`src/hw/rtl/tot_ram.sv`:
```
// ----------------------------------------------------------------------------
// tot_ram
// Generic single-write, single-read memory with registered read data.
// ----------------------------------------------------------------------------
module tot_ram #(
  parameter int WIDTH = 8,
  parameter int DEPTH = 64
) (
  input  logic                     clk,
  input  logic                     we,
  input  logic [$clog2(DEPTH)-1:0] waddr,
  input  logic [WIDTH-1:0]         wdata,
  input  logic [$clog2(DEPTH)-1:0] raddr,
  output logic [WIDTH-1:0]         rdata
);

  logic [WIDTH-1:0] mem [DEPTH];

  // write port and registered read port
  always_ff @(posedge clk) begin
    if (we) begin
      mem[waddr] <= wdata;
    end
    rdata <= mem[raddr];
  end

endmodule

```
`config.mk`:
```
export PLATFORM = sky130hd
export DESIGN_NAME = tot_ram
export DESIGN_NICKNAME = d
export VERILOG_FILES = /design/src/hw/rtl/tot_ram.sv
export SDC_FILE = /design/constraint.sdc
export NUM_CORES = 1
export LEC_CHECK = 0
export ABC_AREA = 1
export BUFFER_PORTS_ARGS = -buffer_cell sky130_fd_sc_hd__buf_2
export CORE_ASPECT_RATIO = 0.75
export CORE_MARGIN = 2
export CORE_UTILIZATION = 27
export CTS_CLUSTER_SIZE = 25
export DETAILED_ROUTE_END_ITERATION = 16
export GPL_ROUTABILITY_DRIVEN = 0
export HOLD_SLACK_MARGIN = 0.02
export PLACE_DENSITY = 0.45
export SETUP_SLACK_MARGIN = 0.15
export SLEW_MARGIN = 20
export SYNTH_ARGS = -nofsm -noshare
export SYNTH_HDL_FRONTEND = slang
export SYNTH_SLANG_ARGS = --single-unit
```
`constraint.sdc`:
```
create_clock -name clk -period 2.53 [get_ports clk]
set_input_delay 0.1265 -clock clk [delete_from_list [all_inputs] [get_ports clk]]
set_output_delay 0.1265 -clock clk [all_outputs]
set_load 0.02 [all_outputs]
```
==> results of run 1 <==
final cells by class:
class                           count  area (um2)  area share
Sequential cell                   520       15500       0.629
Multi-Input combinational cell   1160        4950       0.200
Clock buffer                       62        1340      0.0542
Tap cell                         1046        1310      0.0530
Timing Repair Buffer              143        1250      0.0505
Clock inverter                     35         253      0.0102
Inverter                           12        55.1     0.00223
power groups by stage:
| stage | combinational, mW | sequential [mW] | clock (mW) |
|---|---|---|---|
| 4_1_cts | 1.26 | 9.56 | 7.65 |
| 6_report | 1.25 | 9.57 | 7.45 |
| 3_5_place_dp | 1.25 | 9.75 | 0 |
| 5_1_grt | 1.37 | 9.57 | 7.95 |
| 2_1_floorplan | 0.670 | 9.75 | 0 |
| 3_3_place_gp | 1.25 | 9.75 | 0 |
sequential cells by signal, indices dropped and copies added, names as in the netlist:
signal,cells
mem,512
rdata,8
through the flow:
stage          hold slack (ns)  area [um2]
6_report                0.0493       24700
2_1_floorplan            0.225       21300
4_1_cts                 0.0282       24700
3_5_place_dp             0.470       23100
5_1_grt                 0.0612       24700
3_3_place_gp             0.503       23100
logic make-up after synthesis:
kind of cell           count (synthesis)  share of synthesized area
AND/OR/NAND/NOR                     1160                      0.232
flip-flops                           520                      0.728
buffers and inverters                125                     0.0402
routing by layer:
layer	wire, um	global-route usage	vias to the layer above
met1	31600	0.240	6893
met4	816	0.0308	6
met3	4570	0.0328	55
met5	34	0	-
met2	25500	0.216	428
li1	-	-	6519
layout by cell type, fill, tap and decap left out:
| cell type | n |
|---|---|
| clkinvlp_4 | 2 |
| clkbuf_1 | 10 |
| dfxtp_1 | 8 |
| inv_1 | 9 |
| nor2_1 | 56 |
| nand4_1 | 9 |
| inv_2 | 1 |
| inv_8 | 1 |
| buf_4 | 93 |
| dlygate4sd3_1 | 4 |
| edfxtp_1 | 512 |
| clkinv_1 | 14 |
| buf_2 | 27 |
| clkbuf_8 | 1 |
| clkinv_8 | 1 |
| inv_6 | 1 |
| buf_12 | 18 |
| nor4_1 | 8 |
| bufinv_16 | 3 |
| inv_4 | 1 |
| nand2_1 | 648 |
| clkinv_2 | 14 |
| clkbuf_16 | 52 |
| nand3_1 | 439 |
worst max path at each step:
stage | end | slack (ns) | cells after the start
global placement | mem[42][6]$_DFFE_PP_ | 0.50 | 6
CTS | rdata[3] | 0.95 | 1
global route | rdata[3] | 0.88 | 1
finish | rdata[3] | 0.99 | 1
detailed placement | rdata[0]$_DFF_P_ | 0.50 | 10
floorplan | mem[48][0]$_DFFE_PP_ | 0.64 | 3
==> results.md, run 1 <==
* Wirelength per Cell at 21.0 um
* Pwr per Cell Area at ~740 nW/um2
* Synth Instances at 1805
* Vias in the first global route at around 14000
* Rows at 89
* Distinct cells, synth at 16
* Crit path largest cell delay at between 0.5 and 0.6 ns
* Worst setup margin at roughly 0.99 ns
* Clk root buf: clkbuf_16
* Yosys warning count at 0
* Hold Startpoint: wdata[6]
* Worst hold path endpoint: mem[17][6]$_DFFE_PP_
* WHS Path Cells at 2
* ANT nets after route at 0
* GR Overflow Total at 0
* Ys async rst share at 0
* VDD IR max at 0.448 mV
* Dpl ws at 0.503 ns
* Cells after DPL at 2877
* Post-synth EDFFs at 512
* #FFs+latches synth at 520
* Critical path type: reg2out
* Antenna Cells at 0
* Initial antenna violation count at 7
* Synth area leader: edfxtp_1
* Leakage power at between 8 and 9 nW
* Combinational fraction of design power at 0.068
* Reg2reg start: mem[43][2]$_DFFE_PP_
* Cell family with the largest share of critical-path delay: flip-flops
* Clk slew on worst S/H paths at 0.06 ns
* Run status: complete, no violations
* CP Buf/Inv Count at 1
* Max-slew violation count at 0
* CTS Buffer Depth at 3
* Setup Fix Bufs, Post-CTS at 0
* DIE AREA at 81300 um2
* Htree depth at 2
* Max-Cap Viols at 0
* Area delta synth->final at 15.7%
* Rel. slew slack at 0.523
* DRT iter0 DRCs at 1482
* Inserted Clock Buffers at 52
* Reg2reg end: rdata[2]$_DFF_P_
* PortBufs at 29
* Worst Setup Start Kind: flip-flop
* Critical path capture point type: output pin
* Crit-path max FO at 1
* Final setup violation count at 0
* DIE HEIGHT at 247 um
* Largest net degree at the start of global routing at about 120
* Drc violations at 0
* DR vias at 13900
* Starting Density at 0.272
* Avg Inst Size Synth at 11.8 um2
* Fin nets at 1911
* Clk_lat worst skew at between 0.6 and 0.7 ns
* Hold_buf cts at 4
* Syn Nets at about 1800
* CP arrival at 1.41 ns
* Pre-Repair DR Iteration Count at 7
* Layout cells sized above 1 at 0.111
* Sink Count at 520
* Switching share of power at 0.237
* Core area at 78500 um2
* Post-synthesis cell area at 21300 um2
* Setup TNS at 0 ns
* Main flop type after synthesis: edfxtp_1
* Largest cells by area after synthesis: edfxtp_1, nand2_1, nand3_1
* Finished Core Util at 0.314
* Power Internal at 13.9 mW
* Clock skew at 0.0262 ns
* DRT Wirelength at 62500 um
* Slack of the worst reg-to-reg path at 1.04 ns
* RSZ-0062 raised after global routing: false
* CP cell instances: buf_2
* Top-area cell type share of the netlist area at 0.720
* Fillers at around 8000
* Min cycle time layout at 1.54 ns
* Fin crit share at 0.608
* Tot Pwr at 18.3 mW
* Fmax at around 0.65 GHz
* Switching power at around 4.3 mW
* Clock power frac at 0.408
* Vias per cell at 4.67
* Path depth of the worst reg2reg path at 8
* Finished Layout Cells at 2978
* CP Launch Point: rdata[3]$_DFF_P_
* Ports at 30
* Global-route wire length before repair at 92900 um
* Seq pwr share at 0.524
* Post-DP HPWL at 37900 um
* Die Span X at roughly 330 um
* Hold Crit Class: in2reg
* Post-CTS sizing at 0
* TritonCTS clock tree: built
* All-layer global routing usage at 0.154
* WP data required at 2.40 ns
* Final Hold Fails at 0
* Post-synthesis sequential area ratio at 0.728
* Worst path slowest cell: dfxtp_1
* Count leader, synth: nand2_1
* Synth top cells by count: nand2_1, edfxtp_1, nand3_1
* Slew @ Worst Pin at 0.713 ns
(Power assumes the default switching activity.)
==> run 2, diff against run 1 <==
ABC_AREA = 0   (was 1)
PLACE_DENSITY = 0.46   (was 0.45)
clock period = 1.3 ns   (was 2.53 ns; I/O delays follow)
==> results.md, run 2 <==
* Max-Cap Viols at 0
* Synth Area in Simple Gates at 0.0339
* Largest cells by area after synthesis: edfxtp_1, mux4_2, nor2_1
* Min cycle time layout at 1.87 ns
* Rel. slew slack at 0.713
* Vias per cell at 4.66
* Metal2 WL at 22900 um
* Largest family of logic cells by synthesized area: multiplexers
* RSZ-0062 raised after global routing: true
* DRT Wirelength at 53300 um
* Leakage power at 8.29 nW
* Clk root buf: clkbuf_16
* Vias in the first global route at 10400
* Xor/xnor share of the synthesized area at 0
* Final setup violation count at 8
* Main flop type after synthesis: edfxtp_1
* Count leader, synth: edfxtp_1
* Cells after DPL at around 2100
* Met1 WL at 26800 um
* Post-synthesis cell area at 20200 um2
* PortBufs at 29
* Top-area cell type share of the netlist area at 0.762
* Crit-path max FO at 1
* Setup Fix Bufs, Post-CTS at 0
* Run status: finished, violations left
* Area delta synth->final at 30.1%
* Post-synthesis sequential area ratio at 0.770
* WL met3 at 2860 um
* Register name with the most flops: mem
* Fillers at about 6800
* #FFs+latches synth at 520
* WP data required at 1.77 ns
* Global-route wire length before repair at 77100 um
* TritonCTS clock tree: built
* Htree depth at 2
* Highest routed metal layer: met4
* Die Span X at 320 um
* Core area at about 74000 um2
* Sink Count at 520
* DIE HEIGHT at 241 um
* Pwr per Cell Area at 1370 nW/um2
* Synth area leader: edfxtp_1
* Critical path type: reg2reg
* Synth top cells by count: edfxtp_1, mux4_2, nor2_1
* CTS Buffer Depth at 3
* Most frequent cells in the layout: edfxtp_1, mux4_2, buf_4
* Fin nets at around 1200
* Avg Inst Size Synth at 21.5 um2
* Post-DP HPWL at 34600 um
* DR vias at 10200
* Final Hold Fails at 0
* Largest net degree at the start of global routing at 65
* DIE AREA at 76900 um2
* Failing checks: negative setup slack
* Layout cells sized above 1 at 0.438
* ANT nets after route at 0
* CP arrival at 2.34 ns
* Syn Nets at between 900 and 1000
* Hold Crit Class: in2reg
* Post-synthesis compound-gate area fraction at 0.0207
* Max-slew violation count at 0
* Setup TNS at -3.81 ns
* Commonest non-fill, non-tap cell in the layout: edfxtp_1
* Drc violations at 0
* Worst setup margin at -0.569 ns
* Starting Density at 0.274
* GR Overflow Total at 0
* VDD IR max at 0.905 mV
* Synth Instances at 940
* Ys async rst share at 0
* Clk slew on worst S/H paths at 0.06 ns
* Area share of fa/ha/maj cells after synthesis at 0
* Mux cell area share after synthesis at 0.159
* Post-synth EDFFs at 512
* Critical path capture point type: flip-flop
* All-layer global routing usage at 0.140
* DRT iter0 DRCs at approximately 1000
* Worst Setup Start Kind: flip-flop
* Inserted Clock Buffers at 51
* Ports at 30
* Yosys warning count at 0
* Rows at 86
* Fmax at around 0.54 GHz
* Max reg flops at roughly 510
* Slew @ Worst Pin at 0.427 ns
* Clock skew at roughly 0.021 ns
* Pre-Repair DR Iteration Count at 5
* Clk_lat worst skew at approximately 0.6 ns
* Initial antenna violation count at 2
* Distinct cells, synth at 40
* Biggest regs: mem x512, rdata x8
* Fin crit share at 1.44
* Wirelength per Cell at about 24 um
* Finished Layout Cells at roughly 2200
## run 2: where the power goes
part,internal (mW),leakage [nW],switching (mW)
sequential,18.6,4.68,0.0820
clock,8.55,0.783,6.23
combinational,1.10,2.83,1.39
total,28.2,8.29,7.70
## run 2: cells by family after synthesis
| logic type | Yosys count |
|---|---|
| AO/OA/AOI/OAI | 54 |
| buffers and inverters | 51 |
| flip-flops | 520 |
| AND/OR/NAND/NOR | 153 |
| multiplexers | 162 |
## run 2: timing repair
| item | in CTS | in global routing |
|---|---|---|
| pin swaps | 5 | 1 |
| setup endpoints to repair | 16 | 16 |
| endpoints found under the hold margin | 392 | 0 |
| resized for setup | 44 | 7 |
| hold buffers | 9 | 0 |
## run 2: metrics by stage
stage	setup WS (ns)	total power, mW	cell area [um2]	util	hold slack, ns
3_3_place_gp	-0.921	21.4	24400	0.330	0.558
4_1_cts	-0.606	36.3	26200	0.355	0.0273
6_report	-0.569	35.9	26200	0.356	0.0480
5_1_grt	-0.611	37.1	26200	0.356	0.0472
3_5_place_dp	-0.903	21.4	24400	0.330	0.557
2_1_floorplan	-0.350	20.1	21000	-	0.164
## run 2: area by class of cell
type	count	area, um2	share of cell area
Clock buffer	65	1330	0.0506
Antenna cell	2	5.00	0.000191
Sequential cell	520	15600	0.593
Timing Repair Buffer	233	2800	0.107
Multi-Input combinational cell	369	5050	0.193
Tap cell	968	1210	0.0462
Clock inverter	24	284	0.0108
## run 2: final timing paths
kind / end / cells past startpoint / slack (ns) / from
min: mem[28][7]$_DFFE_PP_ / 2 / 0.05 / wdata[7]
max reg2reg: rdata[1]$_DFF_P_ / 5 / -0.57 / mem[3][1]$_DFFE_PP_
min reg2reg: rdata[4]$_DFF_P_ / 3 / 0.86 / mem[30][4]$_DFFE_PP_
max: rdata[1]$_DFF_P_ / 5 / -0.57 / mem[3][1]$_DFFE_PP_
## run 2: routing by layer
layer,GRT usage,up-vias
li1,-,4417
met1,0.217,5471
met2,0.203,227
met3,0.0256,52
met4,0.0306,0
met5,0,-
## run 2: critical path, stage by stage, from the launching register on
cell	delay, ns
edfxtp_1	0.36
mux4_2	0.53
mux4_2	0.51
nor2_4	0.17
nor3_4	0.07
o2bb2ai_1	0.12
==> run 3, diff against run 2 <==
CORE_MARGIN = default   (was 2)
PLACE_DENSITY = 0.45   (was 0.46)
SLEW_MARGIN = default   (was 20)
clock period = 2.32 ns   (was 1.3 ns; I/O delays follow)
==> results.md, run 3 (same netlist as run 2, synthesis figures left out) <==
* DRT iter0 DRCs at between 800 and 900
* All-layer global routing usage at 0.141
* DIE HEIGHT at 239 um
* PortBufs at 29
* Crit path largest cell delay at between 0.4 and 0.5 ns
* Die Span X at 318 um
* WP data required at ~2.8 ns
* Initial antenna violation count at 5
* Ports at 30
* Rows at 86
* Run status: complete, no violations
* Area delta synth->final at 19.2%
* VDD IR max at 0.533 mV
* Starting Density at 0.274
* Placed Area at approximately 22000 um2
* Post-DP HPWL at between 30000 and 40000 um
* Core area at 73700 um2
* Slew @ Worst Pin at 0.877 ns
* CP cell instances: mux4_2 -> mux2_2 -> o221a_2 -> nor3_1 -> buf_4 -> o32ai_1
* Crit-path max FO at 1
* CP arrival at 2.60 ns
* Global-route wire length before repair at 77400 um
* DRT Wirelength at 52900 um
* TritonCTS clock tree: built
* Path depth of the worst reg2reg path at 6
* Final setup violation count at 0
* Final Hold Fails at 0
* Inserted Clock Buffers at 52
* WHS at about 0.094 ns
* Rel. slew slack at 0.415
* Clock skew at ~0.021 ns
* Fmax at 0.471 GHz
* Fin crit share at 0.915
* Critical path capture point type: flip-flop
* Max-slew violation count at 0
* DIE AREA at 75800 um2
* Most frequent cells in the layout: edfxtp_1, buf_4, mux4_2
* Fin area at 24000 um2
* Max-Cap Viols at 0
* Layout cells sized above 1 at 0.325
* Fin nets at between 1000 and 1500
* Vias in the first global route at 10400
* Commonest non-fill, non-tap cell in the layout: edfxtp_1
* Clk slew on worst S/H paths at roughly 0.06 ns
* GR Overflow Total at 0
* Critical path type: reg2reg
* Max reg flops at between 500 and 600
* Register name with the most flops: mem
* RSZ-0062 raised after global routing: false
* CTS Buffer Depth at 3
* Min cycle time layout at ~2.1 ns
* Pwr per Cell Area at 809 nW/um2
* Clk root buf: clkbuf_16
* WHS Path Cells at 1
* Setup Fix Bufs, Post-CTS at 0
* Htree depth at 2
* Drc violations at 0
* DR vias at 10000
* Leakage power at 7.62 nW
* Hold Crit Class: in2reg
* Setup TNS at 0 ns
* Vias per cell at 4.71
* ANT nets after route at 0
* Worst path slowest cell: mux4_2
* Biggest regs: mem x512, rdata x8
* Worst Setup Start Kind: flip-flop
* Wirelength per Cell at 24.9 um
* Pre-Repair DR Iteration Count at 6
* Sink Count at 520
* Largest net degree at the start of global routing at 65
* Clk_lat worst skew at 0.60 ns
-- run 3: final timing paths --
kind	start	endpoint	slack, ns
hold reg to reg	mem[22][1]$_DFFE_PP_	rdata[1]$_DFF_P_	0.84
setup reg to reg	mem[16][6]$_DFFE_PP_	rdata[6]$_DFF_P_	0.20
hold / removal	wdata[6]	mem[31][6]$_DFFE_PP_	0.09
setup / recovery	mem[16][6]$_DFFE_PP_	rdata[6]$_DFF_P_	0.20
-- run 3: routing by layer --
metal | track usage | wire [um] | vias up
met5 | 0 | 18 | -
met4 | 0.0330 | 860 | 4
met3 | 0.0341 | 3490 | 73
met2 | 0.203 | 22500 | 277
met1 | 0.214 | 26100 | 5363
li1 | - | - | 4305
-- run 3: metrics by stage --
| step | std cells | setup slack [ns] | power [mW] | util |
|---|---|---|---|---|
| 3_3_place_gp | 2028 | -0.431 | 11.8 | 0.304 |
| 4_1_cts | 2126 | 0.156 | 19.7 | 0.326 |
| 5_1_grt | 2126 | 0.159 | 20.1 | 0.326 |
| 6_report | 2128 | 0.197 | 19.4 | 0.326 |
| 3_5_place_dp | 2028 | -0.361 | 11.8 | 0.304 |
| 2_1_floorplan | 940 | 0.536 | 11.2 | - |
-- run 3: layout make-up --
type / count / area [um2]
diodes: 2 / 5.00
clock buffers: 67 / 1360
clock inverters: 27 / 183
fillers: 6984 / 49700
multi-input cells: 369 / 4320
flip-flops and latches: 520 / 15500
well taps: 968 / 1210
repair buffers: 175 / 1420
-- run 3: timing repair --
| item | in CTS | in global routing |
|---|---|---|
| endpoints found under the setup margin | 1 | 1 |
| endpoints found under the hold margin | 36 | 0 |
| gates resized for setup | 1 | 1 |
| gates cloned | 0 | 0 |
| hold buffers | 4 | 0 |
-- run 3: where the power goes --
part	internal, mW	leakage, nW	switching (mW)
clock	4.33	0.747	3.54
sequential	10.4	4.67	0.0419
combinational	0.452	2.20	0.683
total	15.2	7.62	4.26
-- run 3: critical path: cells and delay by family, from the launching register on --
family / cells / cell delay [ns]
multiplexers: 2 / 0.78
flip-flops: 1 / 0.36
AO/OA/AOI/OAI: 2 / 0.35
AND/OR/NAND/NOR: 1 / 0.31
buffers and inverters: 1 / 0.20
