File: src/hw/rtl/tot_pkg.sv
// ----------------------------------------------------------------------------
// tot_pkg
// Shared sizes, codes, states and memory port structs of the 2-opt improver.
// ----------------------------------------------------------------------------
package tot_pkg;

  localparam int MAX_CITIES = 64;
  localparam int DIST_BITS  = 16;
  localparam int CITY_W     = $clog2(MAX_CITIES);
  localparam int DADDR_W    = 2 * CITY_W;
  localparam int LEN_W      = 7;
  localparam int PASS_W     = 16;
  localparam int CFG_W      = 16;
  localparam int CNT_W      = $clog2(MAX_CITIES + 2);
  localparam int COST_W     = DIST_BITS + CITY_W;

  typedef enum logic [1:0] {
    CMD_LOAD_DIST = 2'd0,
    CMD_LOAD_TOUR = 2'd1,
    CMD_START     = 2'd2,
    CMD_NONE      = 2'd3
  } cmd_t;

  typedef enum logic {
    CFG_TOUR_LENGTH = 1'b0,
    CFG_MAX_PASSES  = 1'b1
  } cfg_idx_t;

  typedef enum logic [2:0] {
    S_IDLE,
    S_INIT,
    S_PASS,
    S_EVAL,
    S_COPY,
    S_EMIT
  } state_t;

  typedef struct packed {
    logic              we;
    logic [CITY_W-1:0] waddr;
    logic [CITY_W-1:0] wdata;
    logic [CITY_W-1:0] raddr;
  } tour_port_t;

  typedef struct packed {
    logic                 we;
    logic [DADDR_W-1:0]   waddr;
    logic [DIST_BITS-1:0] wdata;
    logic [DADDR_W-1:0]   raddr;
  } dist_port_t;

endpackage

File: src/hw/rtl/tot_ctrl.sv
// ----------------------------------------------------------------------------
// tot_ctrl
// Sequencer: loads, cost evaluation pipeline, 2-opt loop, tour copy, output.
// ----------------------------------------------------------------------------
module tot_ctrl (
  input  logic                         clk,
  input  logic                         rst,
  input  logic                         start,
  output logic                         busy,
  input  logic [1:0]                   command,
  input  logic [tot_pkg::CITY_W-1:0]   row_city,
  input  logic [tot_pkg::CITY_W-1:0]   col_city,
  input  logic [15:0]                  distance,
  input  logic [tot_pkg::CITY_W-1:0]   tour_position,
  input  logic [tot_pkg::CITY_W-1:0]   tour_city,
  input  logic                         cfg_we,
  input  logic                         cfg_index,
  input  logic [tot_pkg::CFG_W-1:0]    cfg_data,
  output tot_pkg::tour_port_t          tour0,
  output tot_pkg::tour_port_t          tour1,
  input  logic [tot_pkg::CITY_W-1:0]   tour0_rdata,
  input  logic [tot_pkg::CITY_W-1:0]   tour1_rdata,
  output tot_pkg::dist_port_t          dmem,
  input  logic [tot_pkg::DIST_BITS-1:0] dist_rdata,
  output logic                         out_valid,
  output logic [tot_pkg::CITY_W-1:0]   out_position,
  output logic [tot_pkg::CITY_W-1:0]   out_city,
  output logic                         last
);
  import tot_pkg::*;

  state_t              state, state_next;
  logic [CNT_W-1:0]    cnt, cnt_next;
  logic [LEN_W-1:0]    n_len, n_len_next;
  logic [CITY_W-1:0]   i_pos, i_pos_next;
  logic [CITY_W-1:0]   k_pos, k_pos_next;
  logic [COST_W-1:0]   acc, acc_next;
  logic [COST_W-1:0]   best_cost, best_cost_next;
  logic [PASS_W-1:0]   pass_count, pass_count_next;
  logic                improved, improved_next;
  logic                bank, bank_next;
  logic [CITY_W-1:0]   prev_city;
  logic [LEN_W-1:0]    tour_length;
  logic [PASS_W-1:0]   max_passes;

  logic                accept;
  logic [LEN_W-1:0]    eff_len;
  logic [CITY_W-1:0]   tour_rdata;
  logic [CITY_W-1:0]   c6;
  logic                swap_hit;
  logic [LEN_W-1:0]    mirror;
  logic [CITY_W-1:0]   rd_idx;
  logic                add_valid;
  logic                eval_end;
  logic [COST_W-1:0]   cost_now;

  assign accept  = start && !busy;
  assign busy    = (state != S_IDLE);
  assign eff_len = (tour_length > LEN_W'(MAX_CITIES)) ? LEN_W'(MAX_CITIES) : tour_length;

  // config registers
  always_ff @(posedge clk) begin
    if (rst) begin
      tour_length <= LEN_W'(64);
      max_passes  <= PASS_W'(1000);
    end else if (cfg_we) begin
      case (cfg_idx_t'(cfg_index))
        CFG_TOUR_LENGTH: tour_length <= cfg_data[LEN_W-1:0];
        CFG_MAX_PASSES:  max_passes  <= cfg_data[PASS_W-1:0];
        default: ;
      endcase
    end
  end

  // read index: position i..k mirrored while a candidate is scanned or copied
  assign tour_rdata = bank ? tour1_rdata : tour0_rdata;
  assign c6         = cnt[CITY_W-1:0];
  assign swap_hit   = ((state == S_EVAL) || (state == S_COPY)) && (c6 >= i_pos) && (c6 <= k_pos);
  assign mirror     = LEN_W'(i_pos) + LEN_W'(k_pos) - LEN_W'(c6);
  assign rd_idx     = swap_hit ? mirror[CITY_W-1:0] : c6;

  // cost pipeline: tour read, distance read, accumulate
  assign add_valid = (cnt >= CNT_W'(3)) && (cnt <= CNT_W'(n_len) + CNT_W'(1));
  assign eval_end  = (cnt == CNT_W'(n_len) + CNT_W'(1));
  assign cost_now  = acc + (add_valid ? COST_W'(dist_rdata) : COST_W'(0));

  always_ff @(posedge clk) begin
    prev_city <= tour_rdata;
  end

  // memory ports
  always_comb begin
    dmem.we    = accept && (cmd_t'(command) == CMD_LOAD_DIST);
    dmem.waddr = {row_city, col_city};
    dmem.wdata = distance[DIST_BITS-1:0];
    dmem.raddr = {prev_city, tour_rdata};

    tour0.raddr = rd_idx;
    tour1.raddr = rd_idx;
    tour0.we    = 1'b0;
    tour1.we    = 1'b0;
    tour0.waddr = tour_position;
    tour1.waddr = tour_position;
    tour0.wdata = tour_city;
    tour1.wdata = tour_city;
    if (accept && (cmd_t'(command) == CMD_LOAD_TOUR)) begin
      tour0.we = !bank;
      tour1.we = bank;
    end else if ((state == S_COPY) && (cnt != '0)) begin
      // copy into the idle bank, one position a cycle
      tour0.we    = bank;
      tour1.we    = !bank;
      tour0.waddr = CITY_W'(cnt - CNT_W'(1));
      tour1.waddr = CITY_W'(cnt - CNT_W'(1));
      tour0.wdata = tour_rdata;
      tour1.wdata = tour_rdata;
    end
  end

  // results
  assign out_valid    = (state == S_EMIT) && (cnt != '0);
  assign out_position = CITY_W'(cnt - CNT_W'(1));
  assign out_city     = tour_rdata;
  assign last         = (cnt == CNT_W'(n_len));

  // state registers
  always_ff @(posedge clk) begin
    if (rst) begin
      state      <= S_IDLE;
      cnt        <= '0;
      n_len      <= '0;
      i_pos      <= '0;
      k_pos      <= '0;
      acc        <= '0;
      best_cost  <= '0;
      pass_count <= '0;
      improved   <= 1'b0;
      bank       <= 1'b0;
    end else begin
      state      <= state_next;
      cnt        <= cnt_next;
      n_len      <= n_len_next;
      i_pos      <= i_pos_next;
      k_pos      <= k_pos_next;
      acc        <= acc_next;
      best_cost  <= best_cost_next;
      pass_count <= pass_count_next;
      improved   <= improved_next;
      bank       <= bank_next;
    end
  end

  // next state
  always_comb begin
    logic do_adv;
    state_next      = state;
    cnt_next        = cnt;
    n_len_next      = n_len;
    i_pos_next      = i_pos;
    k_pos_next      = k_pos;
    acc_next        = acc;
    best_cost_next  = best_cost;
    pass_count_next = pass_count;
    improved_next   = improved;
    bank_next       = bank;
    do_adv          = 1'b0;

    case (state)
      S_IDLE: begin
        if (accept && (cmd_t'(command) == CMD_START)) begin
          n_len_next = eff_len;
          cnt_next   = '0;
          acc_next   = '0;
          state_next = S_INIT;
        end
      end
      S_INIT, S_EVAL: begin
        cnt_next = cnt + CNT_W'(1);
        if (add_valid) begin
          acc_next = cost_now;
        end
        if (eval_end) begin
          acc_next = '0;
          cnt_next = '0;
          if (state == S_INIT) begin
            best_cost_next  = cost_now;
            improved_next   = 1'b1;
            pass_count_next = '0;
            state_next      = S_PASS;
          end else if (cost_now < best_cost) begin
            best_cost_next = cost_now;
            improved_next  = 1'b1;
            state_next     = S_COPY;
          end else begin
            do_adv = 1'b1;
          end
        end
      end
      S_COPY: begin
        cnt_next = cnt + CNT_W'(1);
        if (cnt == CNT_W'(MAX_CITIES)) begin
          cnt_next  = '0;
          bank_next = !bank;
          do_adv    = 1'b1;
        end
      end
      S_PASS: begin
        cnt_next = '0;
        if (improved && (pass_count < max_passes)) begin
          improved_next = 1'b0;
          if (n_len >= LEN_W'(4)) begin
            i_pos_next = CITY_W'(1);
            k_pos_next = CITY_W'(2);
            state_next = S_EVAL;
          end else begin
            pass_count_next = pass_count + PASS_W'(1);
          end
        end else begin
          state_next = S_EMIT;
        end
      end
      S_EMIT: begin
        if (cnt == CNT_W'(n_len)) begin
          state_next = S_IDLE;
        end else begin
          cnt_next = cnt + CNT_W'(1);
        end
      end
      default: state_next = S_IDLE;
    endcase

    // step to the next (i, k) pair or close the pass
    if (do_adv) begin
      if (LEN_W'(k_pos) + LEN_W'(2) < n_len) begin
        k_pos_next = k_pos + CITY_W'(1);
        state_next = S_EVAL;
      end else if (LEN_W'(i_pos) + LEN_W'(3) < n_len) begin
        i_pos_next = i_pos + CITY_W'(1);
        k_pos_next = i_pos + CITY_W'(2);
        state_next = S_EVAL;
      end else begin
        pass_count_next = pass_count + PASS_W'(1);
        state_next      = S_PASS;
      end
    end
  end

endmodule

File: config.mk
export PLATFORM = sky130hd
export DESIGN_NAME = tot_ctrl
export DESIGN_NICKNAME = d
export VERILOG_FILES = /design/src/hw/rtl/tot_pkg.sv /design/src/hw/rtl/tot_ctrl.sv
export SDC_FILE = /design/constraint.sdc
export NUM_CORES = 1
export LEC_CHECK = 0
export BUFFER_PORTS_ARGS = -buffer_cell sky130_fd_sc_hd__clkbuf_2
export CAP_MARGIN = 10
export CORE_MARGIN = 2
export CORE_UTILIZATION = 35
export CTS_BUF_LIST = sky130_fd_sc_hd__clkbuf_4
export CTS_CLUSTER_SIZE = 12
export DETAILED_ROUTE_END_ITERATION = 8
export GPL_TIMING_DRIVEN = 1
export PLACE_DENSITY = 0.54
export SETUP_SLACK_MARGIN = 0.2
export SLEW_MARGIN = 10
export SYNTH_ARGS = -nofsm -noshare
export SYNTH_HDL_FRONTEND = slang
export SYNTH_SLANG_ARGS = --single-unit
File: constraint.sdc
create_clock -name clk -period 7 [get_ports clk]
set_input_delay 1.75 -clock clk [delete_from_list [all_inputs] [get_ports clk]]
set_output_delay 1.75 -clock clk [all_outputs]
set_load 0.005 [all_outputs]
==> results of run 1 <==
==> final timing paths <==
kind | startpoint | to | slack, ns
worst max-delay path | n_len[3] | i_pos[2] | 0.70
worst min-delay path | max_passes[0] | max_passes[0] | 0.46
worst max register to register | n_len[3] | i_pos[2] | 0.70
worst min register to register | max_passes[0] | max_passes[0] | 0.46
==> critical path, delay by kind of cell, from the launching register on <==
family | cells | cell delay, ns
buf+inv | 4 | 0.53
xor+xnor | 2 | 0.30
simple gates | 9 | 1.64
compound gates | 12 | 2.33
flops | 1 | 0.39
fa+ha+maj | 3 | 0.93
==> sequential cells by signal, summed over array words and instances (netlist names) <==
name	cells
cnt	7
pass_count	16
n_len	7
prev_city	6
bank	1
improved	1
acc	22
tour_length	7
max_passes	16
state	3
best_cost	22
k_pos	6
i_pos	6
==> cell families (layout without fill, tap and decap cells) <==
family | after synthesis | in the layout | synth area share, %
flip-flops | 120 | 120 | 25.89
buffers and inverters | 189 | 286 | 10.05
AO/OA/AOI/OAI | 257 | 257 | 17.99
XOR/XNOR | 57 | 57 | 5.381
AND/OR/NAND/NOR | 372 | 372 | 19.91
other | 0 | 1 | 0
adder cells (fa/ha/maj) | 111 | 111 | 15.46
multiplexers | 47 | 47 | 5.327
==> metrics by stage <==
stage	cell area [um^2]	hold WS (ns)	setup slack, ns	power (mW)
finish	10410	0.4616	0.6978	1.966
global route	10410	0.4817	0.1878	2.092
CTS	10320	0.4624	0.3017	1.994
detailed placement	10010	0.4450	0.3408	1.398
global placement	10010	0.4436	0.5870	1.395
floorplan	9278	0.4315	1.065	1.202
==> per-layer routing <==
metal / wire [um] / share of wire [%]
met1: 11740 / 49
met2: 10990 / 46
met3: 967 / 4.0
met4: 274 / 1.1
met5: 0 / 0
==> final cells by class <==
cell class	instances	area, um^2	area share (%)
Sequential cell	120	2407	23.13
Clock buffer	17	127.6	1.226
Tap cell	335	419.2	4.027
Inverter	98	367.9	3.534
Clock inverter	15	190.2	1.827
Timing Repair Buffer	156	878.3	8.440
Antenna cell	1	2.502	0.02404
Multi-Input combinational cell	844	6015	57.79
==> power by group through the flow <==
stage | logic (mW) | registers [mW] | clock network [mW]
6_report | 0.643 | 0.739 | 0.584
5_1_grt | 0.715 | 0.745 | 0.632
4_1_cts | 0.648 | 0.738 | 0.608
3_5_place_dp | 0.645 | 0.753 | 0
3_3_place_gp | 0.642 | 0.753 | 0
2_1_floorplan | 0.467 | 0.735 | 0
==> placed cells by master (no fill, tap or decap), drive strengths merged, types with 4 or more instances in the layout <==
cell type  instances
nand3b             9
o21a              14
mux2              19
or3                7
xnor2             38
clkbuf           144
buf               29
a21o              13
nor3b              8
a21oi             91
clkinv             5
a22oi             15
nor2              88
and3               6
and2              22
nand3             45
o211ai            10
a211oi            15
mux2i             28
xor2              19
o21ai             50
nand4              9
nand2            114
fa                 6
nor3              19
a31oi             17
dfxtp            120
inv              103
nand2b            11
ha               105
o21bai             4
nor2b             13
nor4               7
or4                6
a211o              4
==> what timing repair did <==
| item | in CTS | in global routing |
|---|---|---|
| buffers inserted | 0 | 2 |
| setup endpoints to repair | 0 | 52 |
| gates resized for setup | 0 | 16 |
==> summary.md, run 1 <==
| Metric | Value |
|---|---|
| Status | finished, final reports clean |
| Sw frac | between 30% and 40% |
| Max-slew headroom | 27.08% |
| Clock Tree Root | clkbuf_4 |
| Starting DRT DRC Count | approximately 450 |
| Yosys reg bits | 120 |
| Psw | roughly 740 uW |
| Async set or reset register ratio after synthesis | 0% |
| Peak VDD IR | slightly above 0.09 mV |
| Cell total after placement | roughly 1600 |
| Total Nets Final | roughly 1400 |
| Critical Path Fanout Max | 13 |
| TritonCTS Buffers | 17 |
| Synth Flop Type | dfxtp_1 |
| Die ar. | ~28000 um^2 |
| Hold Crit Class | reg -> reg |
| Vias in the first global route | 7738 |
| Cell Rows | between 50 and 60 |
| Routed Antenna Nets | 0 |
| Max Cap Violations | 0 |
| IO Pins | approximately 190 |
| Layout cells sized above 1 | between 15 and 20% |
| Skew final | ~0.036 ns |
| Max clock buf depth | 2 |
| Non-Filler Instances | between 1500 and 2000 |
| Crit path kind | reg -> reg |
| Largest net degree at the start of global routing | 97 |
| Vias | 8098 |
| Post-layout util | about 40% |
| Worst Max-Slew Pin Slew | 1.092 ns |
| I/O Buffers | approximately 130 |
| P_int | ~1.2 mW |
| FF-to-FF path depth | 30 |
| Final Wtd Congestion | around 0.8 |
| Distinct cells, synth | 76 |
| # fillers | between 2000 and 3000 |
| Post-synth net total | 1355 |
| Worst path slowest cell | dfxtp_2 |
| Hpwl dp | around 18000 um |
| Synthesized instance count | ~1200 |
| Post-layout min period | approximately 6.3 ns |
| GRT overflow | 0 |
| Total wire length | roughly 24000 um |
| Netlist Area Pre-Place | around 9300 um^2 |
| Most Crowded Layer GR | met2 |
| CP endpoint kind | flip-flop |
| Top post-synthesis cells by count | 120 x dfxtp_1, 113 x nand2_1, 105 x ha_1, 98 x inv_1 |
| Peak Freq | around 160 MHz |
| Die width | 166.8 um |
| Seq/Total Area, Yosys | 25.89% |
| M3 GR Usage | roughly 3.4% |
| Clock share of power | just under 30% |
| Reg clk slew, reported paths | about 0.14 ns |
| Sink Count | 120 |
| Slew Limit Fails | 0 |
| Initial core utilization | roughly 36% |
| H-Tree Level Count | 4 |
| Core Box Area | about 26000 um^2 |
| Top cells by area, synth | dfxtp_1 26%, ha_1 14%, a21oi_1 4.7% |
| Most common cell in the netlist | dfxtp_1 |
| Leak | 4.343 nW |
| Clock Latency Late Sink | 0.58 ns |
| Initial antenna violation count | 1 |
| DR pass1 iterations | 6 |
| Hold buffer count at CTS | 0 |
| Final Hold Vio Count | 0 |
| Routed len/inst | 15.11 um |
| PwrDens | 188.9 nW/um^2 |
| Via/cell ratio | a little over 5 |
| Setup TNS | 0 ns |
| Worst path arrival time | 6.71 ns |
| Tot GR Track Use | 17.25% |
| Worst path max stage delay | 0.39 ns |
| Setup Viol. Count Final | 0 |
| RSZ-0062 raised after global routing | yes |
| Syn avg cell area | 8.047 um^2 |
| Comb pwr share | about a third |
| Post-synth top area share | roughly a quarter |
| DRC errors left | 0 |
| Period utilisation layout | around 90% |
| Critical Path RT | between 7 and 8 ns |
| Global-route wire length before repair | a little under 40000 um |
| Type of origin of the critical path | flip-flop |
| Number of enable flip-flop cells after synthesis | 0 |
| Worst hold path cell count | 2 |
| Area Overhead vs Synth | 12.18% |
| CP most frequent cell | ha_1 |
| Synth Warn # | 0 |
| CTS tree | built |
| Sequential share of power | 37.6% |
| Die Y | around 170 um |
| GR Util met2 | between 20% and 30% |
| GR Util met1 | approximately 23% |
| Yosys top cell by area | dfxtp_1 |
(Power assumes the default switching activity.)
==> run 2: changes to the inputs <==
--- a/config.mk
+++ b/config.mk
@@ -5,6 +5,7 @@
 export SDC_FILE = /design/constraint.sdc
 export NUM_CORES = 1
 export LEC_CHECK = 0
+export ABC_AREA = 1
 export BUFFER_PORTS_ARGS = -buffer_cell sky130_fd_sc_hd__clkbuf_2
 export CAP_MARGIN = 10
 export CORE_MARGIN = 2
@@ -14,7 +15,7 @@
 export DETAILED_ROUTE_END_ITERATION = 8
 export GPL_TIMING_DRIVEN = 1
 export PLACE_DENSITY = 0.54
-export SETUP_SLACK_MARGIN = 0.2
+export SETUP_SLACK_MARGIN = 0.4
 export SLEW_MARGIN = 10
 export SYNTH_ARGS = -nofsm -noshare
 export SYNTH_HDL_FRONTEND = slang
==> run 2 against run 1 <==
Effect of this change:
- clock skew decreased by 0.016 ns
- worst setup slack improved by 0.30 ns
- combinational power decreased by 4.8%
- maximum frequency increased by 5.0%
- largest power group unchanged
==> summary.md, run 2 <==
| Metric | Value |
|---|---|
| Worst Max-Slew Pin Slew | 0.8725 ns (was 1.092 ns) |
| Commonest non-fill, non-tap cell in the layout | nand2_1 (was clkbuf_2) |
| Skew final | 0.02011 ns (was 0.03632 ns) |
| Vias in the first global route | 8483 (was 7738) |
| Total wire length | 24980 um (was 23970 um) |
| Sink Count | 120 (unchanged) |
| Via/cell ratio | 4.779 (was 5.106) |
| Post-synthesis adder-cell area fraction | 14.85% (was 15.46%) |
| Synth Flop Type | dfxtp_1 (unchanged) |
| Cell total after placement | 1810 (was 1551) |
| Final Hold Vio Count | 0 (unchanged) |
| RSZ-0062 raised after global routing | no (was yes) |
| Initial core utilization | 35.73% (was 35.60%) |
| RR Endpoint | best_cost[12] (was i_pos[2]) |
| Hold Crit Class | reg -> reg (unchanged) |
| Top post-synthesis cells by count | 330 x nand2_1, 183 x inv_1, 140 x nor2_1, 120 x dfxtp_1, 116 x a21oi_1 (was 120 x dfxtp_1, 113 x nand2_1, 105 x ha_1, 98 x inv_1) |
| Setup Fix Bufs, Post-CTS | 0 (unchanged) |
| R2R setup slack | 1.0 ns (was 0.70 ns) |
| DR pass1 iterations | 4 (was 6) |
| Top cells by area, synth | dfxtp_1 25%, ha_1 14%, nand2_1 13% (was dfxtp_1 26%, ha_1 14%, a21oi_1 4.7%) |
| Post-synth top area share | 24.88% (was 25.89%) |
| Initial antenna violation count | 1 (unchanged) |
| Netlist Area Pre-Place | 9656 um^2 (was 9278 um^2) |
| Tot GR Track Use | 17.80% (was 17.25%) |
| Max-slew headroom | 41.70% (was 27.08%) |
| Non-Filler Instances | 1843 (was 1586) |
| Sw frac | 37.54% (was 37.71%) |
| Post-synthesis mux area share | 0% (was 5.327%) |
| Comb pwr share | 31.9% (was 32.7%) |
| Most common cell in the netlist | nand2_1 (was dfxtp_1) |
| CP most frequent cell | nand2_1 (was ha_1) |
| Peak VDD IR | 0.09029 mV (was 0.09267 mV) |
| Final Wtd Congestion | 0.8565 (was 0.8115) |
| XOR/XNOR Fraction of Synth Area | 5.533% (was 5.381%) |
| Clock Tree Root | clkbuf_4 (unchanged) |
| CTS tree | built (unchanged) |
| Synth Area in Simple Gates | 26.77% (was 19.91%) |
| Seq/Total Area, Yosys | 24.88% (was 25.89%) |
| Reg clk slew, reported paths | 0.11 ns (was 0.14 ns) |
| Largest net degree at the start of global routing | 51 (was 97) |
| Starting DRT DRC Count | 413 (was 445) |
| PwrDens | 182.6 nW/um^2 (was 188.9 nW/um^2) |
| Clock share of power | 29.2% (was 29.7%) |
| Psw | 720.6 uW (was 741.3 uW) |
| Number of enable flip-flop cells after synthesis | 0 (unchanged) |
| Layout cells sized above 1 | 14.99% (was 19.52%) |
| GRT overflow | 0 (unchanged) |
| CP endpoint kind | flip-flop (unchanged) |
| Hpwl dp | 19440 um (was 18250 um) |
| Type of origin of the critical path | flip-flop (unchanged) |
| Setup TNS | 0 ns (unchanged) |
| Clock Latency Late Sink | 0.53 ns (was 0.58 ns) |
| Largest family of logic cells by synthesized area | simple AND/OR/NAND/NOR gates (unchanged) |
| I/O Buffers | 128 (unchanged) |
| Slew Limit Fails | 0 (unchanged) |
| Post-synth net total | 1622 (was 1355) |
| Distinct cells, synth | 47 (was 76) |
| Die Y | 170.1 um (was 166.8 um) |
| Leak | 5.129 nW (was 4.343 nW) |
| Hold buffer count at CTS | 0 (unchanged) |
| Critical Path Fanout Max | 20 (was 13) |
| Last element of the critical path | best_cost[12] (was i_pos[2]) |
| Post-layout min period | 6.003 ns (was 6.302 ns) |
| Top Registers | acc (22), best_cost (22) (unchanged) |
| Post-synthesis compound-gate area fraction | 14.28% (was 17.99%) |
| DRC errors left | 0 (unchanged) |
| Async set or reset register ratio after synthesis | 0% (unchanged) |
| FF-to-FF path depth | 34 (was 30) |
| Critical Path Start | n_len[1] (was n_len[3]) |
| TritonCTS Buffers | 17 (unchanged) |
| Worst path arrival time | 6.43 ns (was 6.71 ns) |
| Tot Pwr | 1.920 mW (was 1.966 mW) |
| Core Box Area | 27030 um^2 (was 26060 um^2) |
| Yosys top cell by area | dfxtp_1 (unchanged) |
| Critical Path RT | 7.43 ns (was 7.41 ns) |
| H-Tree Level Count | 4 (unchanged) |
| Sequential share of power | 38.9% (was 37.6%) |
| Routed Antenna Nets | 0 (unchanged) |
| Worst path slowest cell | dfxtp_1 (was dfxtp_2) |
| Placed Area | 10190 um^2 (was 10010 um^2) |
| Reg-to-reg startpoint | n_len[1] (was n_len[3]) |
| Period utilisation layout | 85.76% (was 90.03%) |
| Most frequent cells in the layout | 329 x nand2_1, 182 x inv_1, 140 x nor2_1 (was 127 x clkbuf_2, 116 x dfxtp_1, 113 x nand2_1) |
| Crit path kind | reg -> reg (unchanged) |
| IO Pins | 185 (unchanged) |
| Post-CTS sizing | 0 (unchanged) |
| Final instance area | 10510 um^2 (was 10410 um^2) |
| Worst path max stage delay | 0.45 ns (was 0.39 ns) |
| Max clock buf depth | 2 (unchanged) |
| Yosys reg bits | 120 (unchanged) |
| Setup Viol. Count Final | 0 (unchanged) |
| Die width | 170.1 um (was 166.8 um) |
| Synthesized instance count | 1420 (was 1153) |
| Cell Rows | 60 (was 59) |
| Global-route wire length before repair | 41530 um (was 39250 um) |
| Routed len/inst | 13.55 um (was 15.11 um) |
| Synth Warn # | 0 (unchanged) |
| Die ar. | 28930 um^2 (was 27830 um^2) |
| Vias | 8808 (was 8098) |
| Peak Freq | 166.6 MHz (was 158.7 MHz) |
| Max Cap Violations | 0 (unchanged) |
| P_int | 1.199 mW (was 1.224 mW) |
| Total Nets Final | 1690 (was 1439) |
| Min-delay src | best_cost[11] (was max_passes[0]) |
| Status | finished, final reports clean (unchanged) |
| Area Overhead vs Synth | 8.851% (was 12.18%) |
| Syn avg cell area | 6.800 um^2 (was 8.047 um^2) |
run 2: changes by cell type after synthesis, sizes merged, moves of 19 or more:
cell,before,now
a21oi,91,129
mux2i,28,0
xor2,19,49
xnor2,38,12
nor2,88,150
mux2,19,0
inv,98,195
nand2,114,347
and2,22,0
o21ai,50,81
run 2: cell families (layout without fill, tap and decap cells):
| group | Yosys count | after routing |
|---|---|---|
| compound gates | 248 | 248 |
| xor+xnor | 61 | 61 |
| fa+ha+maj | 111 | 111 |
| buf+inv | 283 | 364 |
| flops | 120 | 120 |
| other cells | 0 | 1 |
| simple gates | 597 | 597 |
run 2: metrics by stage:
stage / utilization, % / setup WS, ns / hold WS (ns)
6_report: 38.89 / 0.9970 / 0.4674
5_1_grt: 38.89 / 0.4061 / 0.4888
4_1_cts: 38.87 / 0.7770 / 0.4700
3_5_place_dp: 37.70 / 0.8044 / 0.4545
3_3_place_gp: 37.70 / 0.9082 / 0.4476
2_1_floorplan: - / 1.893 / 0.4331
run 2: worst min-delay path by stage:
stage / to / slack (ns) / depth (start not counted)
2_1_floorplan: max_passes[10] / 0.43 / 2
3_3_place_gp: best_cost[8] / 0.45 / 2
3_5_place_dp: best_cost[4] / 0.45 / 2
4_1_cts: best_cost[4] / 0.47 / 2
5_1_grt: best_cost[2] / 0.49 / 2
6_report: best_cost[11] / 0.47 / 2
run 2: layout make-up:
cell class | instances | area [um^2]
clock buffers | 18 | 135.1
multi-input cells | 1017 | 5934
well taps | 341 | 426.7
diodes | 1 | 2.502
repair buffers | 133 | 678.2
fillers | 2866 | 16520
flip-flops and latches | 120 | 2402
clock inverters | 14 | 181.4
inverters | 199 | 749.5
run 2: power groups by stage:
stage | clock network, mW | registers, mW | logic, mW
floorplan | 0 | 0.754 | 0.470
global placement | 0 | 0.762 | 0.613
detailed placement | 0 | 0.762 | 0.613
CTS | 0.586 | 0.746 | 0.616
global route | 0.612 | 0.751 | 0.701
finish | 0.561 | 0.746 | 0.612
run 2: metal layers:
metal | wire length, um | up-vias | track usage (%)
li1 | - | 4653 | -
met1 | 12240 | 3952 | 22.64
met2 | 11540 | 187 | 31.41
met3 | 960 | 16 | 3.093
met4 | 241 | 0 | 3.902
met5 | 0 | - | 0
run 2: critical path, delay by kind of cell (launching register included):
family | cells | cell delay [ns]
AOI/OAI and AO/OA | 2 | 0.25
xor gates and xnor gates | 2 | 0.44
adders and majority gates | 5 | 1.45
buffers and inverters | 5 | 0.61
DFF | 1 | 0.45
and+or+nand+nor | 20 | 2.68
==> run 3: changes to the inputs <==
--- a/config.mk
+++ b/config.mk
@@ -8,13 +8,14 @@
 export ABC_AREA = 1
 export BUFFER_PORTS_ARGS = -buffer_cell sky130_fd_sc_hd__clkbuf_2
 export CAP_MARGIN = 10
+export CORE_ASPECT_RATIO = 1.1
 export CORE_MARGIN = 2
-export CORE_UTILIZATION = 35
+export CORE_UTILIZATION = 40
 export CTS_BUF_LIST = sky130_fd_sc_hd__clkbuf_4
 export CTS_CLUSTER_SIZE = 12
 export DETAILED_ROUTE_END_ITERATION = 8
 export GPL_TIMING_DRIVEN = 1
-export PLACE_DENSITY = 0.54
+export PLACE_DENSITY = 0.6
 export SETUP_SLACK_MARGIN = 0.4
 export SLEW_MARGIN = 10
 export SYNTH_ARGS = -nofsm -noshare
==> run 3 against run 2 <==
Effect of this change:
- non-clock buffer count decreased by 1
- via count increased by 2.2%
- clock power about the same
- utilization increased by 5.3 points
- power increased by 0.79%
- critical endpoint is now pass_count[0]
- largest cell class unchanged
==> summary.md, run 3 (synthesis results as in run 2) <==
| Metric | Value |
|---|---|
| Status | finished, final reports clean (unchanged) |
| Total wire length | 24480 um (was 24980 um) |
| Type of origin of the critical path | flip-flop (unchanged) |
| Routed len/inst | 13.55 um (about the same) |
| Largest net degree at the start of global routing | 62 (was 51) |
| Final Wtd Congestion | 0.9259 (was 0.8565) |
| Post-layout min period | 5.811 ns (was 6.003 ns) |
| Die width | 152.1 um (was 170.1 um) |
| IO Pins | 185 (unchanged) |
| RSZ-0062 raised after global routing | no (unchanged) |
| Hold Crit Class | reg -> reg (unchanged) |
| Reg-to-reg startpoint | n_len[1] (unchanged) |
| Critical Path Fanout Max | 19 (was 20) |
| Worst path arrival time | 6.31 ns (was 6.43 ns) |
| Commonest non-fill, non-tap cell in the layout | nand2_1 (unchanged) |
| Final instance area | 10480 um^2 (was 10510 um^2) |
| WL met3 | 1030 um (was 960 um) |
| Max Cap Violations | 0 (unchanged) |
| Period utilisation layout | 83.02% (was 85.76%) |
| Die Y | 167.0 um (was 170.1 um) |
| DR pass1 iterations | 7 (was 4) |
| Vias in the first global route | 8631 (was 8483) |
| Max clock buf depth | 2 (unchanged) |
| Initial core utilization | 40.75% (was 35.73%) |
| Worst path slowest cell | dfxtp_1 (unchanged) |
| Crit path kind | reg -> reg (unchanged) |
| CTS tree | built (unchanged) |
| Routed Antenna Nets | 0 (unchanged) |
| Placed Area | 10140 um^2 (was 10190 um^2) |
| Clock Latency Late Sink | 0.55 ns (was 0.53 ns) |
| Critical Path RT | 7.50 ns (was 7.43 ns) |
| Skew final | 0.02340 ns (was 0.02011 ns) |
| DRC errors left | 0 (unchanged) |
| Post-CTS sizing | 0 (unchanged) |
| M1 WL | 11440 um (was 12240 um) |
| Vias | 9006 (was 8808) |
| GRT overflow | 0 (unchanged) |
| Via/cell ratio | 4.987 (was 4.779) |
| Max-slew headroom | 39.24% (was 41.70%) |
| Most frequent cells in the layout | 329 x nand2_1, 181 x inv_1, 139 x nor2_1 (was 329 x nand2_1, 182 x inv_1, 140 x nor2_1) |
| Sink Count | 120 (unchanged) |
| Hold buffer count at CTS | 0 (unchanged) |
| Global-route wire length before repair | 41350 um (was 41530 um) |
| Setup Viol. Count Final | 0 (unchanged) |
| Area Overhead vs Synth | 8.527% (was 8.851%) |
| H-Tree Level Count | 4 (unchanged) |
| Met2 wire length | 11530 um (was 11540 um) |
| Core Box Area | 23700 um^2 (was 27030 um^2) |
| Total Nets Final | 1689 (was 1690) |
| CP most frequent cell | nand2_1 (unchanged) |
| TritonCTS Buffers | 17 (unchanged) |
| Reg clk slew, reported paths | 0.12 ns (was 0.11 ns) |
| Starting DRT DRC Count | 453 (was 413) |
| CP endpoint kind | flip-flop (unchanged) |
| Min-delay src | max_passes[15] (was best_cost[11]) |
| PwrDens | 184.6 nW/um^2 (was 182.6 nW/um^2) |
| Cell Rows | 59 (was 60) |
| Setup TNS | 0 ns (unchanged) |
| Clock Tree Root | clkbuf_4 (unchanged) |
| Peak Freq | 172.1 MHz (was 166.6 MHz) |
| Final Hold Vio Count | 0 (unchanged) |
| Tot GR Track Use | 19.58% (was 17.80%) |
| Critical Path Start | n_len[1] (unchanged) |
| Hpwl dp | 18770 um (was 19440 um) |
| Setup Fix Bufs, Post-CTS | 0 (unchanged) |
| I/O Buffers | 128 (unchanged) |
| Top Registers | acc (22), best_cost (22) (unchanged) |
| Die ar. | 25400 um^2 (was 28930 um^2) |
| Largest delay share family, worst path | simple AND/OR/NAND/NOR gates (unchanged) |
| Layout cells sized above 1 | 15.00% (was 14.99%) |
| Leak | 5.116 nW (was 5.129 nW) |
| Worst Max-Slew Pin Slew | 0.9091 ns (was 0.8725 ns) |
| Initial antenna violation count | 1 (unchanged) |
| Critical path buffer and inverter count | 3 (was 5) |
| Top Metal Used | met4 (unchanged) |
| Peak VDD IR | 0.09121 mV (was 0.09029 mV) |
| Slew Limit Fails | 0 (unchanged) |
| Worst path max stage delay | 0.45 ns (about the same) |
==> run 3: per-stage QoR <==
| stage | hold WS (ns) | instances | setup WS (ns) | total power [mW] | utilization, % |
|---|---|---|---|---|---|
| 4_1_cts | 0.4732 | 1805 | 0.8575 | 1.951 | 44.10 |
| 5_1_grt | 0.4830 | 1806 | 0.4281 | 2.072 | 44.22 |
| 6_report | 0.4695 | 1806 | 1.189 | 1.935 | 44.22 |
| 3_3_place_gp | 0.4470 | 1773 | 1.115 | 1.375 | 42.77 |
| 3_5_place_dp | 0.4547 | 1773 | 0.9019 | 1.381 | 42.77 |
| 2_1_floorplan | 0.4331 | 1420 | 1.893 | 1.224 | - |
==> run 3: worst reg2reg max path, delay by kind of cell, from the launching register on <==
kind / cells / cell delay, ns
compound gates: 1 / 0.12
simple gates: 25 / 3.29
buf+inv: 3 / 0.24
fa+ha+maj: 5 / 1.39
xor+xnor: 2 / 0.28
flops: 1 / 0.45
==> run 3: power breakdown <==
group / switching [mW] / total, mW / internal, mW
clock network: 0.279 / 0.562 / 0.283
logic: 0.427 / 0.626 / 0.199
registers: 0.0280 / 0.746 / 0.718
total: 0.735 / 1.93 / 1.20
==> run 3: worst paths after layout <==
path / to / slack, ns / cells past startpoint
hold reg to reg: max_passes[15] / 0.47 / 2
setup reg to reg: pass_count[0] / 1.19 / 36
setup / recovery: pass_count[0] / 1.19 / 36
hold / removal: max_passes[15] / 0.47 / 2
==> run 3: layout make-up <==
type	instances	area [um^2]
well taps	305	381.6
multi-input cells	1017	5949
clock inverters	14	180.2
clock buffers	18	135.1
diodes	1	2.502
inverters	199	753.2
fillers	2525	13220
flip-flops and latches	120	2402
repair buffers	132	674.4
==> run 3: per-layer routing <==
| metal | vias to the layer above | track usage (%) |
|---|---|---|
| li1 | 4652 | - |
| met1 | 4082 | 24.44 |
| met2 | 232 | 34.43 |
| met3 | 40 | 3.383 |
| met4 | 0 | 5.973 |
| met5 | - | 0 |
